$ cat src/sv/bgtd_pkg.sv
// shared types, constants and curve tables for the battery gauge trend detector
`default_nettype none

package bgtd_pkg;

  // field widths
  localparam int PIN_W    = 12;
  localparam int RATIO_W  = 4;
  localparam int THR_W    = 10;
  localparam int FULL_W   = 14;
  localparam int CFG_W    = 14;
  localparam int MV_W     = 15;
  localparam int FINE_W   = 15;
  localparam int WHOLE_W  = 7;
  localparam int CLASS_W  = 2;
  localparam int STATUS_W = 2;

  // voltage history
  localparam int WINDOW = 20;
  localparam int SLOT_W = $clog2(WINDOW);
  localparam int FILL_W = $clog2(WINDOW + 1);
  localparam int DIFF_W = MV_W + 1;

  // serial multiplier: one ratio bit per step
  localparam int PROD_W    = MV_W + 1;
  localparam int MUL_STEPS = RATIO_W;
  localparam int MUL_CNT_W = $clog2(MUL_STEPS);

  // curve and serial divider
  localparam int CURVE_N   = 21;
  localparam int SEG_N     = CURVE_N - 1;
  localparam int SEG_W     = $clog2(CURVE_N);
  localparam int DV_W      = 9;
  localparam int SPAN_W    = 9;
  localparam int Q_W       = 11;
  localparam int NUM_W     = 19;
  localparam int DIV_CNT_W = $clog2(Q_W);
  localparam int SEG_RISE  = 5 * 256;

  localparam logic [MV_W-1:0]   TOP_MV       = MV_W'(4200);
  localparam logic [MV_W-1:0]   BOTTOM_MV    = MV_W'(3270);
  localparam logic [FINE_W-1:0] FULL_FINE    = FINE_W'(100 * 256);
  localparam logic [FINE_W-1:0] HALF_FINE    = FINE_W'(50 * 256);
  localparam logic [FINE_W-1:0] FIFTH_FINE   = FINE_W'(20 * 256);
  localparam logic [FINE_W:0]   ROUND_FINE   = (FINE_W + 1)'(128);

  // register reset values
  localparam logic [RATIO_W-1:0] RATIO_RST = RATIO_W'(3);
  localparam logic [THR_W-1:0]   RISE_RST  = THR_W'(20);
  localparam logic [THR_W-1:0]   FALL_RST  = THR_W'(20);
  localparam logic [FULL_W-1:0]  FULL_RST  = FULL_W'(4150);

  typedef enum logic [1:0] {
    REG_RATIO = 2'd0,
    REG_RISE  = 2'd1,
    REG_FALL  = 2'd2,
    REG_FULL  = 2'd3
  } reg_idx_t;

  typedef enum logic [CLASS_W-1:0] {
    LEVEL_HIGH = 2'd0,
    LEVEL_MID  = 2'd1,
    LEVEL_LOW  = 2'd2
  } level_t;

  typedef enum logic [STATUS_W-1:0] {
    STATUS_DETECT   = 2'd0,
    STATUS_CHARGING = 2'd1,
    STATUS_BATTERY  = 2'd2,
    STATUS_FULL     = 2'd3
  } status_t;

  typedef enum logic [2:0] {
    ST_IDLE,
    ST_MUL,
    ST_SEG,
    ST_LOAD,
    ST_DIV,
    ST_FINE,
    ST_OUT
  } state_t;

  // lipo discharge curve, highest voltage first
  function automatic logic [MV_W-1:0] curve_mv(input logic [SEG_W-1:0] idx);
    logic [MV_W-1:0] mv;
    case (idx)
      5'd0:    mv = MV_W'(4200);
      5'd1:    mv = MV_W'(4150);
      5'd2:    mv = MV_W'(4110);
      5'd3:    mv = MV_W'(4080);
      5'd4:    mv = MV_W'(4020);
      5'd5:    mv = MV_W'(3980);
      5'd6:    mv = MV_W'(3950);
      5'd7:    mv = MV_W'(3910);
      5'd8:    mv = MV_W'(3870);
      5'd9:    mv = MV_W'(3850);
      5'd10:   mv = MV_W'(3840);
      5'd11:   mv = MV_W'(3820);
      5'd12:   mv = MV_W'(3800);
      5'd13:   mv = MV_W'(3790);
      5'd14:   mv = MV_W'(3770);
      5'd15:   mv = MV_W'(3750);
      5'd16:   mv = MV_W'(3730);
      5'd17:   mv = MV_W'(3710);
      5'd18:   mv = MV_W'(3690);
      5'd19:   mv = MV_W'(3610);
      5'd20:   mv = MV_W'(3270);
      default: mv = '0;
    endcase
    return mv;
  endfunction

  // percent falls by five per point, from 100 down to 0
  function automatic logic [WHOLE_W-1:0] curve_pct(input logic [SEG_W-1:0] idx);
    logic [WHOLE_W-1:0] pct;
    if (idx < SEG_W'(CURVE_N)) begin
      pct = WHOLE_W'(100 - 5 * int'(idx));
    end else begin
      pct = '0;
    end
    return pct;
  endfunction

endpackage

`default_nettype wire

$ cat src/sv/bgtd_ram.sv
// generic single write port ram with registered read
`default_nettype none

module bgtd_ram #(
  parameter int WIDTH = 8,
  parameter int DEPTH = 16
) (
  input  wire logic                     clk,
  input  wire logic                     we,
  input  wire logic [$clog2(DEPTH)-1:0] waddr,
  input  wire logic [WIDTH-1:0]         wdata,
  input  wire logic                     re,
  input  wire logic [$clog2(DEPTH)-1:0] raddr,
  output logic      [WIDTH-1:0]         rdata
);

  logic [WIDTH-1:0] mem [DEPTH];

  always_ff @(posedge clk) begin
    if (we) begin
      mem[waddr] <= wdata;
    end
    if (re) begin
      rdata <= mem[raddr];
    end
  end

endmodule

`default_nettype wire

$ cat src/sv/bgtd_mul.sv
// bit-serial pin times ratio multiplier with saturation
`default_nettype none

module bgtd_mul
  import bgtd_pkg::*;
(
  input  wire logic               clk,
  input  wire logic               rst,
  input  wire logic               start,
  input  wire logic [PIN_W-1:0]   pin,
  input  wire logic [RATIO_W-1:0] ratio,
  output logic                    done,
  output logic      [MV_W-1:0]    product
);

  logic                 busy;
  logic [MUL_CNT_W-1:0] cnt;
  logic [PROD_W-1:0]    acc;
  logic [PROD_W-1:0]    mcand;
  logic [RATIO_W-1:0]   mplier;

  always_ff @(posedge clk) begin
    if (rst) begin
      busy <= 1'b0;
      done <= 1'b0;
      cnt  <= '0;
    end else begin
      done <= 1'b0;
      if (start) begin
        busy <= 1'b1;
        cnt  <= '0;
      end else if (busy) begin
        cnt <= cnt + 1'b1;
        if (cnt == MUL_CNT_W'(MUL_STEPS - 1)) begin
          busy <= 1'b0;
          done <= 1'b1;
        end
      end
    end
  end

  // one ratio bit per cycle, lsb first
  always_ff @(posedge clk) begin
    if (start) begin
      acc    <= '0;
      mcand  <= PROD_W'(pin);
      mplier <= ratio;
    end else if (busy) begin
      if (mplier[0]) begin
        acc <= acc + mcand;
      end
      mcand  <= {mcand[PROD_W-2:0], 1'b0};
      mplier <= {1'b0, mplier[RATIO_W-1:1]};
    end
  end

  assign product = acc[PROD_W-1] ? '1 : acc[MV_W-1:0];

endmodule

`default_nettype wire

$ cat src/sv/bgtd_div.sv
// restoring divider, one quotient bit per cycle
`default_nettype none

module bgtd_div
  import bgtd_pkg::*;
(
  input  wire logic              clk,
  input  wire logic              rst,
  input  wire logic              start,
  input  wire logic [NUM_W-1:0]  num,
  input  wire logic [SPAN_W-1:0] span,
  output logic                   done,
  output logic      [Q_W-1:0]    quot
);

  logic                 busy;
  logic [DIV_CNT_W-1:0] cnt;
  logic [SPAN_W-1:0]    rem;
  logic [SPAN_W-1:0]    divisor;
  logic [Q_W-1:0]       work;
  logic [SPAN_W:0]      trial;
  logic [SPAN_W:0]      trial_sub;
  logic                 fits;

  // remainder stays below the divisor, so the trial fits one extra bit
  assign trial     = {rem, work[Q_W-1]};
  assign fits      = trial >= {1'b0, divisor};
  assign trial_sub = trial - {1'b0, divisor};

  always_ff @(posedge clk) begin
    if (rst) begin
      busy <= 1'b0;
      done <= 1'b0;
      cnt  <= '0;
    end else begin
      done <= 1'b0;
      if (start) begin
        busy <= 1'b1;
        cnt  <= '0;
      end else if (busy) begin
        cnt <= cnt + 1'b1;
        if (cnt == DIV_CNT_W'(Q_W - 1)) begin
          busy <= 1'b0;
          done <= 1'b1;
        end
      end
    end
  end

  // dividend bits leave the top of work, quotient bits enter at the bottom
  always_ff @(posedge clk) begin
    if (start) begin
      rem     <= SPAN_W'(num[NUM_W-1:Q_W]);
      work    <= num[Q_W-1:0];
      divisor <= span;
    end else if (busy) begin
      rem  <= fits ? trial_sub[SPAN_W-1:0] : trial[SPAN_W-1:0];
      work <= {work[Q_W-2:0], fits};
    end
  end

  assign quot = work;

endmodule

`default_nettype wire

$ cat src/sv/battery_gauge_trend_detector.sv
// battery gauge top level: sequencer, voltage history and result register
`default_nettype none

// one request at a time: a new request is taken only once the result of the
//   last is loaded, after the 4-step serial multiply and the 11-step serial
//   divide of the curve interpolation
// the result register frees the sequencer while a result waits downstream
// reset: synchronous, clears sequencer, history fill and config to defaults;
//   history ram is not cleared, its stale entries only feed a DETECT status

module battery_gauge_trend_detector
  import bgtd_pkg::*;
(
  input  wire logic                clk,
  input  wire logic                rst,
  // sample request channel
  input  wire logic                in_valid,
  output logic                     in_ready,
  input  wire logic [PIN_W-1:0]    pin_millivolts,
  // result channel
  output logic                     out_valid,
  input  wire logic                out_ready,
  output logic      [MV_W-1:0]     battery_mv,
  output logic      [FINE_W-1:0]   percent_fine,
  output logic      [WHOLE_W-1:0]  percent_whole,
  output logic      [CLASS_W-1:0]  level_class,
  output logic      [STATUS_W-1:0] charge_status,
  // config write port
  input  wire logic                cfg_write,
  input  wire logic [1:0]          cfg_index,
  input  wire logic [CFG_W-1:0]    cfg_data
);

  // config registers
  logic [RATIO_W-1:0] divider_ratio;
  logic [THR_W-1:0]   rise_threshold_mv;
  logic [THR_W-1:0]   fall_threshold_mv;
  logic [FULL_W-1:0]  full_level_mv;

  // sequencer
  state_t state, state_next;
  logic   accept;
  logic   mul_start, mul_done;
  logic   div_start, div_done;
  logic   hist_we;
  logic   load_out;

  // datapath
  logic [MV_W-1:0]   batt;
  logic [MV_W-1:0]   oldest;
  logic [SLOT_W-1:0] write_slot;
  logic [SLOT_W-1:0] read_slot;
  logic [FILL_W-1:0] fill_count;
  logic [SEG_W-1:0]  seg_sel;
  logic [SEG_W-1:0]  seg_idx;
  logic              clamp_hi;
  logic              clamp_lo;
  logic [DIFF_W-1:0] diff;
  logic [MV_W-1:0]   lo_mv;
  logic [MV_W-1:0]   dv_full;
  logic [DV_W-1:0]   dv;
  logic [NUM_W-1:0]  num;
  logic [SPAN_W-1:0] span;
  logic [Q_W-1:0]    quot;
  logic [FINE_W-1:0] fine;
  logic [FINE_W-1:0] fine_next;
  logic [FINE_W:0]   whole_sum;
  level_t            level_next;
  status_t           status_next;

  assign accept = in_valid && in_ready;

  // config writes, values masked to register width
  always_ff @(posedge clk) begin
    if (rst) begin
      divider_ratio     <= RATIO_RST;
      rise_threshold_mv <= RISE_RST;
      fall_threshold_mv <= FALL_RST;
      full_level_mv     <= FULL_RST;
    end else if (cfg_write) begin
      case (reg_idx_t'(cfg_index))
        REG_RATIO: divider_ratio     <= cfg_data[RATIO_W-1:0];
        REG_RISE:  rise_threshold_mv <= cfg_data[THR_W-1:0];
        REG_FALL:  fall_threshold_mv <= cfg_data[THR_W-1:0];
        REG_FULL:  full_level_mv     <= cfg_data[FULL_W-1:0];
        default: begin
        end
      endcase
    end
  end

  // ---------------------------------------------------------------------
  // sequencer: next state
  // ---------------------------------------------------------------------
  always_comb begin
    state_next = state;
    case (state)
      ST_IDLE: if (in_valid) state_next = ST_MUL;
      ST_MUL:  if (mul_done) state_next = ST_SEG;
      ST_SEG:  state_next = ST_LOAD;
      ST_LOAD: state_next = ST_DIV;
      ST_DIV:  if (div_done) state_next = ST_FINE;
      ST_FINE: state_next = ST_OUT;
      ST_OUT:  if (!out_valid || out_ready) state_next = ST_IDLE;
      default: state_next = ST_IDLE;
    endcase
  end

  // sequencer: outputs
  always_comb begin
    in_ready  = 1'b0;
    mul_start = 1'b0;
    div_start = 1'b0;
    hist_we   = 1'b0;
    load_out  = 1'b0;
    case (state)
      ST_IDLE: begin
        in_ready  = 1'b1;
        mul_start = in_valid;
      end
      ST_MUL:  hist_we   = mul_done;
      ST_LOAD: div_start = 1'b1;
      ST_OUT:  load_out  = !out_valid || out_ready;
      default: begin
      end
    endcase
  end

  always_ff @(posedge clk) begin
    if (rst) begin
      state <= ST_IDLE;
    end else begin
      state <= state_next;
    end
  end

  // ---------------------------------------------------------------------
  // battery voltage: pin reading times divider ratio, bit serial
  // ---------------------------------------------------------------------
  bgtd_mul u_mul (
    .clk     (clk),
    .rst     (rst),
    .start   (mul_start),
    .pin     (pin_millivolts),
    .ratio   (divider_ratio),
    .done    (mul_done),
    .product (batt)
  );

  // ---------------------------------------------------------------------
  // voltage history: the slot past the write slot holds the oldest sample
  // kept, read it at request time, write the new voltage once it is known
  // ---------------------------------------------------------------------
  assign read_slot = (write_slot == SLOT_W'(WINDOW - 1)) ? '0 : write_slot + 1'b1;

  bgtd_ram #(
    .WIDTH (MV_W),
    .DEPTH (WINDOW)
  ) u_hist (
    .clk   (clk),
    .we    (hist_we),
    .waddr (write_slot),
    .wdata (batt),
    .re    (accept),
    .raddr (read_slot),
    .rdata (oldest)
  );

  always_ff @(posedge clk) begin
    if (rst) begin
      write_slot <= '0;
      fill_count <= '0;
    end else if (hist_we) begin
      write_slot <= read_slot;
      if (fill_count != FILL_W'(WINDOW)) begin
        fill_count <= fill_count + 1'b1;
      end
    end
  end

  // ---------------------------------------------------------------------
  // curve segment search: lower points fall monotonically, so the first
  // point at or below the voltage closes the segment
  // ---------------------------------------------------------------------
  always_comb begin
    seg_sel = '0;
    for (int i = SEG_N - 1; i >= 0; i--) begin
      if (batt >= curve_mv(SEG_W'(i + 1))) begin
        seg_sel = SEG_W'(i);
      end
    end
  end

  always_ff @(posedge clk) begin
    if (state == ST_SEG) begin
      seg_idx  <= seg_sel;
      clamp_hi <= batt >= TOP_MV;
      clamp_lo <= batt <= BOTTOM_MV;
      diff     <= {1'b0, batt} - {1'b0, oldest};
    end
  end

  // interpolation numerator and segment span for the divider
  assign lo_mv   = curve_mv(seg_idx + 1'b1);
  assign dv_full = batt - lo_mv;
  assign dv      = (clamp_hi || clamp_lo) ? '0 : dv_full[DV_W-1:0];
  assign num     = NUM_W'(dv) * NUM_W'(SEG_RISE);
  assign span    = SPAN_W'(curve_mv(seg_idx) - lo_mv);

  bgtd_div u_div (
    .clk   (clk),
    .rst   (rst),
    .start (div_start),
    .num   (num),
    .span  (span),
    .done  (div_done),
    .quot  (quot)
  );

  // percent in 1/256 units, clamped at both ends of the curve
  always_comb begin
    if (clamp_hi) begin
      fine_next = FULL_FINE;
    end else if (clamp_lo) begin
      fine_next = '0;
    end else begin
      fine_next = FINE_W'({curve_pct(seg_idx + 1'b1), 8'h00}) + FINE_W'(quot);
    end
  end

  always_ff @(posedge clk) begin
    if (state == ST_FINE) begin
      fine <= fine_next;
    end
  end

  // ---------------------------------------------------------------------
  // rounding, level class and charge status
  // ---------------------------------------------------------------------
  assign whole_sum = {1'b0, fine} + ROUND_FINE;

  always_comb begin
    if (fine > HALF_FINE) begin
      level_next = LEVEL_HIGH;
    end else if (fine > FIFTH_FINE) begin
      level_next = LEVEL_MID;
    end else begin
      level_next = LEVEL_LOW;
    end
  end

  // detect until full; then window change first, then the flat full level
  always_comb begin
    if (fill_count != FILL_W'(WINDOW)) begin
      status_next = STATUS_DETECT;
    end else if ($signed(diff) > $signed(DIFF_W'(rise_threshold_mv))) begin
      status_next = STATUS_CHARGING;
    end else if ($signed(diff) < -$signed(DIFF_W'(fall_threshold_mv))) begin
      status_next = STATUS_BATTERY;
    end else if (batt >= MV_W'(full_level_mv)) begin
      status_next = STATUS_FULL;
    end else begin
      status_next = STATUS_BATTERY;
    end
  end

  // result register
  always_ff @(posedge clk) begin
    if (rst) begin
      out_valid <= 1'b0;
    end else if (load_out) begin
      out_valid <= 1'b1;
    end else if (out_ready) begin
      out_valid <= 1'b0;
    end
  end

  always_ff @(posedge clk) begin
    if (load_out) begin
      battery_mv    <= batt;
      percent_fine  <= fine;
      percent_whole <= whole_sum[FINE_W-1:8];
      level_class   <= level_next;
      charge_status <= status_next;
    end
  end

`ifndef ASSERT_OFF
  a_one_in_flight: assert property (@(posedge clk) disable iff (rst)
    accept |=> !in_ready)
    else $error("request taken while another is in flight");

  a_fill_bound: assert property (@(posedge clk) disable iff (rst)
    fill_count <= FILL_W'(WINDOW))
    else $error("history fill count past window");

  a_slot_bound: assert property (@(posedge clk) disable iff (rst)
    write_slot < SLOT_W'(WINDOW))
    else $error("history slot past window");

  a_status_needs_full: assert property (@(posedge clk) disable iff (rst)
    out_valid && (charge_status != STATUS_DETECT) |-> fill_count == FILL_W'(WINDOW))
    else $error("trend status before history is full");

  a_units_exclusive: assert property (@(posedge clk) disable iff (rst)
    $onehot0({mul_done, div_done, load_out}))
    else $error("serial units finished together");
`endif

endmodule

`default_nettype wire
$ cat config.mk
export PLATFORM = sky130hd
export DESIGN_NAME = battery_gauge_trend_detector
export DESIGN_NICKNAME = d
export VERILOG_FILES = /design/src/sv/bgtd_pkg.sv /design/src/sv/bgtd_ram.sv /design/src/sv/bgtd_mul.sv /design/src/sv/bgtd_div.sv /design/src/sv/battery_gauge_trend_detector.sv
export SDC_FILE = /design/constraint.sdc
export NUM_CORES = 1
export LEC_CHECK = 0
export ABC_CLOCK_PERIOD_IN_PS = 6700
export BUFFER_PORTS_ARGS = -buffer_cell sky130_fd_sc_hd__buf_2
export CORE_MARGIN = 1.5
export CORE_UTILIZATION = 63
export CTS_CLUSTER_DIAMETER = 150
export CTS_CLUSTER_SIZE = 25
export DETAILED_ROUTE_END_ITERATION = 10
export PLACE_DENSITY_LB_ADDON = 0.1
export SLEW_MARGIN = 10
export SYNTH_ARGS = -nofsm -noshare
export SYNTH_HDL_FRONTEND = slang
export SYNTH_SLANG_ARGS = --single-unit
export TNS_END_PERCENT = 100
$ cat constraint.sdc
create_clock -name clk -period 6.7 [get_ports clk]
set_input_delay 1.005 -clock clk [delete_from_list [all_inputs] [get_ports clk]]
set_output_delay 1.005 -clock clk [all_outputs]
set_load 0.005 [all_outputs]
# Word-level counts from Yosys, hierarchy flattened
# Memories as Yosys holds them, arrays and structs flattened. A register that Yosys moved wholly into a read port is not among the register bits.
# Index checks and enable logic that the tools add are counted.
op_classes:
  add_sub_neg: 14
  n_mul: 2
  n_lt_le_gt_ge: 29
  n_eq_ne: 17
  muxes: 61
  bitwise: 2
  n_reduce_logical: 26
op_table:
  columns: ["operator", "count"]
  rows:
  - ["15-bit by 12-bit greater-or-equal comparator with 1-bit output, second input constant", 18]
  - ["15-bit by 13-bit greater-or-equal comparator with 1-bit output, second input constant", 3]
  - ["4-bit 2-to-1 mux", 10]
  - ["15-bit 2-to-1 mux", 2]
  - ["9-bit subtractor", 3]
  - ["5-bit 2-to-1 mux", 5]
  - ["12-bit 2-to-1 mux", 2]
  - ["3-bit 2-to-1 mux", 8]
  - ["11-bit 2-to-1 mux", 2]
  - ["1-bit 2-to-1 mux", 21]
  - ["7-bit 2-to-1 mux", 3]
  - ["3-bit case mux with 7 select lines", 1]
  - ["9-bit 2-to-1 mux", 2]
  - ["16-bit adder", 1]
  - ["16-bit by 11-bit > comparator with 1-bit output", 1]
  - ["16-bit < comparator", 1]
  - ["8-bit 2-to-1 mux", 2]
  - ["10-bit negator with 16-bit output", 1]
  - ["16-bit OR reduction", 1]
  - ["15-bit by 15-bit subtractor with 16-bit output", 1]
  - ["15-bit by 11-bit adder with 15-bit output", 1]
  - ["15-bit by 8-bit adder with 15-bit output, second input constant", 1]
  - ["5-bit by 1-bit adder with 5-bit output, second input constant", 3]
  - ["15-bit by 14-bit greater-or-equal comparator with 1-bit output", 1]
  - ["34 further kinds", 57]
word_totals:
  reg_bits: 206
  ramBits: 300
  mem_bits_ro: 768
  in_bits: 33
  output_inout_bits: 43
  wordCells: 193
  n_memories: 3
memory_table:
  columns: ["memory", "depth", "width", "read_ports", "rd_ports_with_merged_regs", "wr", "line", "rtl"]
  rows:
  - ["(no name shown)", 32, 12, 1, 0, 0, "bgtd_pkg.sv:86", "case (idx)"]
  - ["(no name shown)", 32, 12, 1, 0, 0, "bgtd_pkg.sv:86", null]
  - ["u_hist.mem", 20, 15, 1, 1, 1, "bgtd_ram.sv:17", "logic [WIDTH-1:0] mem [DEPTH];"]

# Depth between registers and ports, before layout
logic_depth:
  ltp_word: 21
  depth_mapped: 27
  mapped_depth_nobuf: 25

# Hierarchy
# From an unflattened synthesis, not the netlist that was laid out.
hier_totals:
  cells_unflattened: 2042
  hier_area_um2: 25877.3
modules_own_cells:
  columns: ["module", "instances", "cells_each", "area_per_inst_um2", "seq_area_each_um2"]
  rows:
  - ["bgtd_ram", 1, 579, 12121.6, 9459.1]
  - ["battery_gauge_trend_detector", 1, 1063, 9495.4, 3413.3]
  - ["bgtd_mul", 1, 236, 2321.0, 960.9]
  - ["bgtd_div", 1, 164, 1939.4, 980.9]

# Worst setup path after synthesis
# No wires, ideal clock.
synth_path:
  kind: "register to register"
  startpoint: "register seg_idx[1]"
  endpoint: "register u_div.rem[7] (data pin)"
  setup_time_ns: 0.266
  t_arrival_ns: 4.747
  required_time_ns: 6.434
  slack_ns: 1.686
  stages_incl_launch_ff: 26
  n_path_buf: 2
  period_less_slack_ns: 5.014
  cell_sequence: "edfxtp_1 ha_1 inv_1 ha_1 buf_4 clkbuf_1 mux2i_1 a31oi_1 o21ai_0 o31ai_1 ha_1 inv_1 ha_1 a21oi_4 o21bai_1 a21o_1 maj3_2 a21o_1 mux2i_1 ha_1 ha_1 a21oi_1 o21bai_1 a21oi_1 xor2_1 o21ai_1"
synth_between:
  elab_chain_cells: 6
synth_lines:
  columns: ["item", "line", "rtl"]
  rows:
  - ["from (decl)", "battery_gauge_trend_detector.sv:55", "logic [SEG_W-1:0] seg_idx;"]
  - ["from (signal assigned)", "battery_gauge_trend_detector.sv:196", "seg_idx <= seg_sel;"]
  - ["5-bit by 1-bit adder with 5-bit output", "battery_gauge_trend_detector.sv:204", "assign lo_mv = curve_mv(seg_idx + 1'b1);"]
  - ["memory 32 x 12 bit", null, null]
  - ["9-bit subtractor", "battery_gauge_trend_detector.sv:205", "assign dv_full = batt - lo_mv;"]
  - ["9-bit 2-to-1 mux", "battery_gauge_trend_detector.sv:206", "assign dv = (clamp_hi || clamp_lo) ? '0 : dv_full[DV_W-1:0];"]
  - ["9-bit by 3-bit multiplier with 11-bit output", "battery_gauge_trend_detector.sv:207", "assign num = NUM_W'(dv) * NUM_W'(SEG_RISE);"]
  - ["8-bit 2-to-1 mux", "bgtd_div.sv:52", "if (start) begin"]
  - ["to (signal assigned)", "bgtd_div.sv:53", "rem <= SPAN_W'(num[NUM_W-1:Q_W]);"]
  - ["to (signal assigned)", "bgtd_div.sv:57", "rem <= fits ? trial_sub[SPAN_W-1:0] : trial[SPAN_W-1:0];"]
  - ["to (decl)", "bgtd_div.sv:18", "logic [SPAN_W-1:0] rem;"]
# Every way passes these cells.
# A chain may end at the register's enable or synchronous reset.

# Worst setup path after layout
# Same ends and word-level chain as after synthesis.

==> reports/results.tsv <==
stage	metric	value	unit
worst_setup_path	crit_top_cell	ha_1	
worst_hold_path	hp-class	flip-flop to flip-flop	
routing	vias	16700	
floorplan	start_util	0.640	
synthesis	synth_area	0.0255	mm²
worst_setup_path	max_stage_delay	0.37	ns
routing	detail_route.vias_per_cell	6.25	
clock_tree	cts_max_path_buffers	3	
worst_setup_path	crit_type	flip-flop to flip-flop	
sta	layout_min_cycle_time	5.55	ns
pwr	p_per_area	228	mW/mm²
sta	hold_violations	0	
sta	finalSetupTns	0	ns
sta	max_slew.worst_pin.slew	1.12	ns
pwr	clock_power_share	0.276	
sta	setup_viol	0	
outcome	status	finished, final reports clean	
pwr	swShare	0.250	
synthesis	synth.distinct_cells	94	
synthesis	seq_area_frac_synth	0.577	
finish	layout-drive-gt1-share	0.119	
clock_tree	cts_resized	0	
synthesis	synth_fa_ha_area_frac	0.0681	
synthesis	synth_compound_area_frac	0.116	
synthesis	yosys.area_share.simple	0.110	
global_route	grt_pass1_wl	91.8	mm
sta	slew_viol_final	0	
worst_setup_path	path_delay_family	adder cells	
place	hpwl	40.7	mm
finish	fin_area	0.0272	mm²
global_route	grt-ovfl-total	0	
synthesis	yosysMostFrequentCell	edfxtp_1	
synthesis	synth_commonest_cells	429 x edfxtp_1, 210 x nand2_1, 141 x nor2_1, 124 x ha_1, 107 x a21oi_1	
routing	wl_per_cell	22.6	µm
place	gp_congestion	0.904	
worst_setup_path	critPathLaunchType	flip-flop	
sta	fmax	0.180	GHz
synthesis	synth_ff_type	edfxtp_1	
sta	rsz0062_at_grt	false	
clock_tree	hold_buffers	0	
worst_setup_path	crit_buf_inv	3	
floorplan	boundaryPins	76	
pwr	pwr-share-seq	0.596	
synthesis	avgSynthCellArea	12.2	µm²
worst_setup_path	setup.worst_path.start	seg_idx[1]	
worst_hold_path	holdCritStartpoint	fine[6]	
synthesis	synth_top_family_by_area	compound AO/OA/AOI/OAI gates	
synthesis	synthMuxAreaShare	0.0619	
place	placed_area	0.0264	mm²
global_route	grt_max_degree	91	
routing	drt_pass1_iterations	5	
pwr	p_int	4.64	mW
clock_tree	clockRootBuffer	clkbuf_16	
pwr	leakage	10.0	nW
global_route	antenna_found_initial	1	
finish	nets	2291	
floorplan	die_h	204	µm
synthesis	yosys_warnings	0	
worst_setup_path	r2r_start	seg_idx[1]	
clock_tree	cts_tree	done	
pwr	max-vdd-ir-drop	0.000274	V
synthesis	synth_top_area_frac	0.505	
global_route	grt.total_usage	0.292	
clock_tree	cts-buffers-inserted	24	
worst_setup_path	cp.arrival	5.89	ns
synthesis	synth-xor-area-share	0.0350	
floorplan	coreArea	0.0398	mm²
worst_setup_path	cp.required	7.04	ns
routing	ant_nets	0	
synthesis	async_flop_share	0	
worst_setup_path	cp_cell_sequence	buf_4, ha_1, inv_1, ha_1, buf_4, nor2_1, mux2i_1, a221oi_2, or2_4, xnor2_1, ha_1, a21oi_4, o21bai_1, a21o_1, maj3_2, a21o_1, mux2i_1, ha_1, ha_1, a21oi_1, o21bai_1, a21oi_1, xor2_1, o21ai_1	
routing	drc	0	
worst_setup_path	endpoint_kind	flip-flop	
synthesis	synth_edf_count	429	
synthesis	syn_inst	2096	
global_route	grt_pass1_vias	15700	
clock_tree	clk_pin_slew_worst_paths	0.10	ns
sta	period_share	0.828	
flow_run	max-cap-violations	0	
clock_tree	htreeDepth	1	
sta	skew	0.0331	ns
synthesis	synth_area_leader_cell	edfxtp_1	
floorplan	rows	73	
routing	wirelength	60.4	mm
routing	initialDrtViolationCount	1589	
synthesis	ys_seq_elements	520	
sta	maxSlewHeadroom	0.254	
floorplan	chipWidth	204	µm
floorplan	die-area	0.0417	mm²
worst_setup_path	slowest_stage	ha_1	
clock_tree	cts.sinks	520	
clock_tree	clkLatencyLatePin	0.60	ns
synthesis	syn_nets	2258	
synthesis	synth.area.top_cells	edfxtp_1 51%, dfxtp_1 7.1%, ha_1 6.1%	
clock_tree	postCtsSetupBuffers	0	
place	io_buffers	75	
worst_setup_path	crit_path_max_fanout	24	
pwr	power_frac_comb	0.127	
finish	syn_to_final_growth	6.55	%
pwr	p_switching	1.55	mW
## power by group through the flow
stage / clock network [mW] / registers, mW / logic, mW
global placement: 0 / 3.76 / 0.763
floorplan: 0 / 3.72 / 0.559
global route: 1.83 / 3.70 / 0.864
CTS: 1.74 / 3.69 / 0.785
finish: 1.71 / 3.69 / 0.788
detailed placement: 0 / 3.76 / 0.781
## worst paths after layout
kind / depth (start not counted) / to / slack, ns
max: 24 / u_div.rem[7] / 1.15
min: 0 / percent_fine[6] / 0.46
min reg2reg: 0 / percent_fine[6] / 0.46
max reg2reg: 24 / u_div.rem[7] / 1.15
## cells in the final DEF (no fill, tap or decap), drive strengths merged, types with 26 or more instances in the layout
master / synthesis / final
dfxtp: 91 / 91
mux4: 45 / 45
nor2: 145 / 145
nand2: 210 / 210
edfxtp: 429 / 429
o21ai: 100 / 100
a21oi: 110 / 110
xor2: 35 / 35
buf: 19 / 109
clkbuf: 83 / 42
a31oi: 32 / 32
o221ai: 33 / 33
ha: 124 / 124
nor2b: 39 / 39
a21o: 26 / 26
a211oi: 29 / 29
nor3: 42 / 42
mux2i: 36 / 36
inv: 102 / 101
xnor2: 64 / 64
o22ai: 35 / 35
## flip-flops by register name, summed over array words and instances, names as in the netlist, 4 cells and up
register           cells
u_mul.mcand           16
u_mul.acc             16
percent_whole          7
seg_idx                5
percent_fine          15
rise_threshold_mv     10
u_div.cnt              4
fill_count             5
u_div.rem              9
fall_threshold_mv     10
full_level_mv         14
u_hist.mem           300
battery_mv            15
diff                  16
write_slot             5
u_mul.mplier           4
u_div.divisor          8
u_hist.rdata          15
u_div.quot            11
divider_ratio          4
fine                  15
## per-layer routing
metal	share of wire	vias up	global-route usage
met1	0.42	8195	0.399
met3	0.062	80	0.0279
met5	0	-	0
met2	0.49	578	0.500
met4	0.028	0	0.0825
li1	-	7848	-
## cells by family after synthesis
family	after synthesis
AO/OA/AOI/OAI	449
adder cells (fa/ha/maj)	137
flip-flops	520
buffers and inverters	205
AND/OR/NAND/NOR	588
XOR/XNOR	99
multiplexers	98
## worst register-to-register path, delay by kind of cell, from the launching register on
kind | cells | cell delay (ns)
AOI/OAI and AO/OA | 9 | 1.52
xor gates and xnor gates | 2 | 0.23
adders and majority gates | 6 | 1.84
buffers and inverters | 3 | 0.66
DFF | 1 | 0.33
muxes | 2 | 0.35
and+or+nand+nor | 2 | 0.36
## cell type report
type / count / area [µm²]
Tap cell: 525 / 657
Inverter: 103 / 392
Sequential cell: 520 / 14700
Timing Repair Buffer: 109 / 656
Clock inverter: 2 / 60.1
Antenna cell: 2 / 5.00
Multi-Input combinational cell: 1371 / 10000
Clock buffer: 42 / 678
Fill cell: 2945 / 12700
## through the flow
step	total power [mW]	hold WS, ns	setup slack, ns	util	cells
after floorplan	4.28	0.427	1.69	-	2096
after global placement	4.52	0.430	1.34	0.663	2628
after detailed placement	4.54	0.436	1.24	0.663	2628
after CTS	6.21	0.460	1.20	0.682	2672
after global routing	6.39	0.476	0.566	0.682	2672
final	6.18	0.460	1.15	0.682	2674
Note: power is estimated with default switching activity, not from simulation.
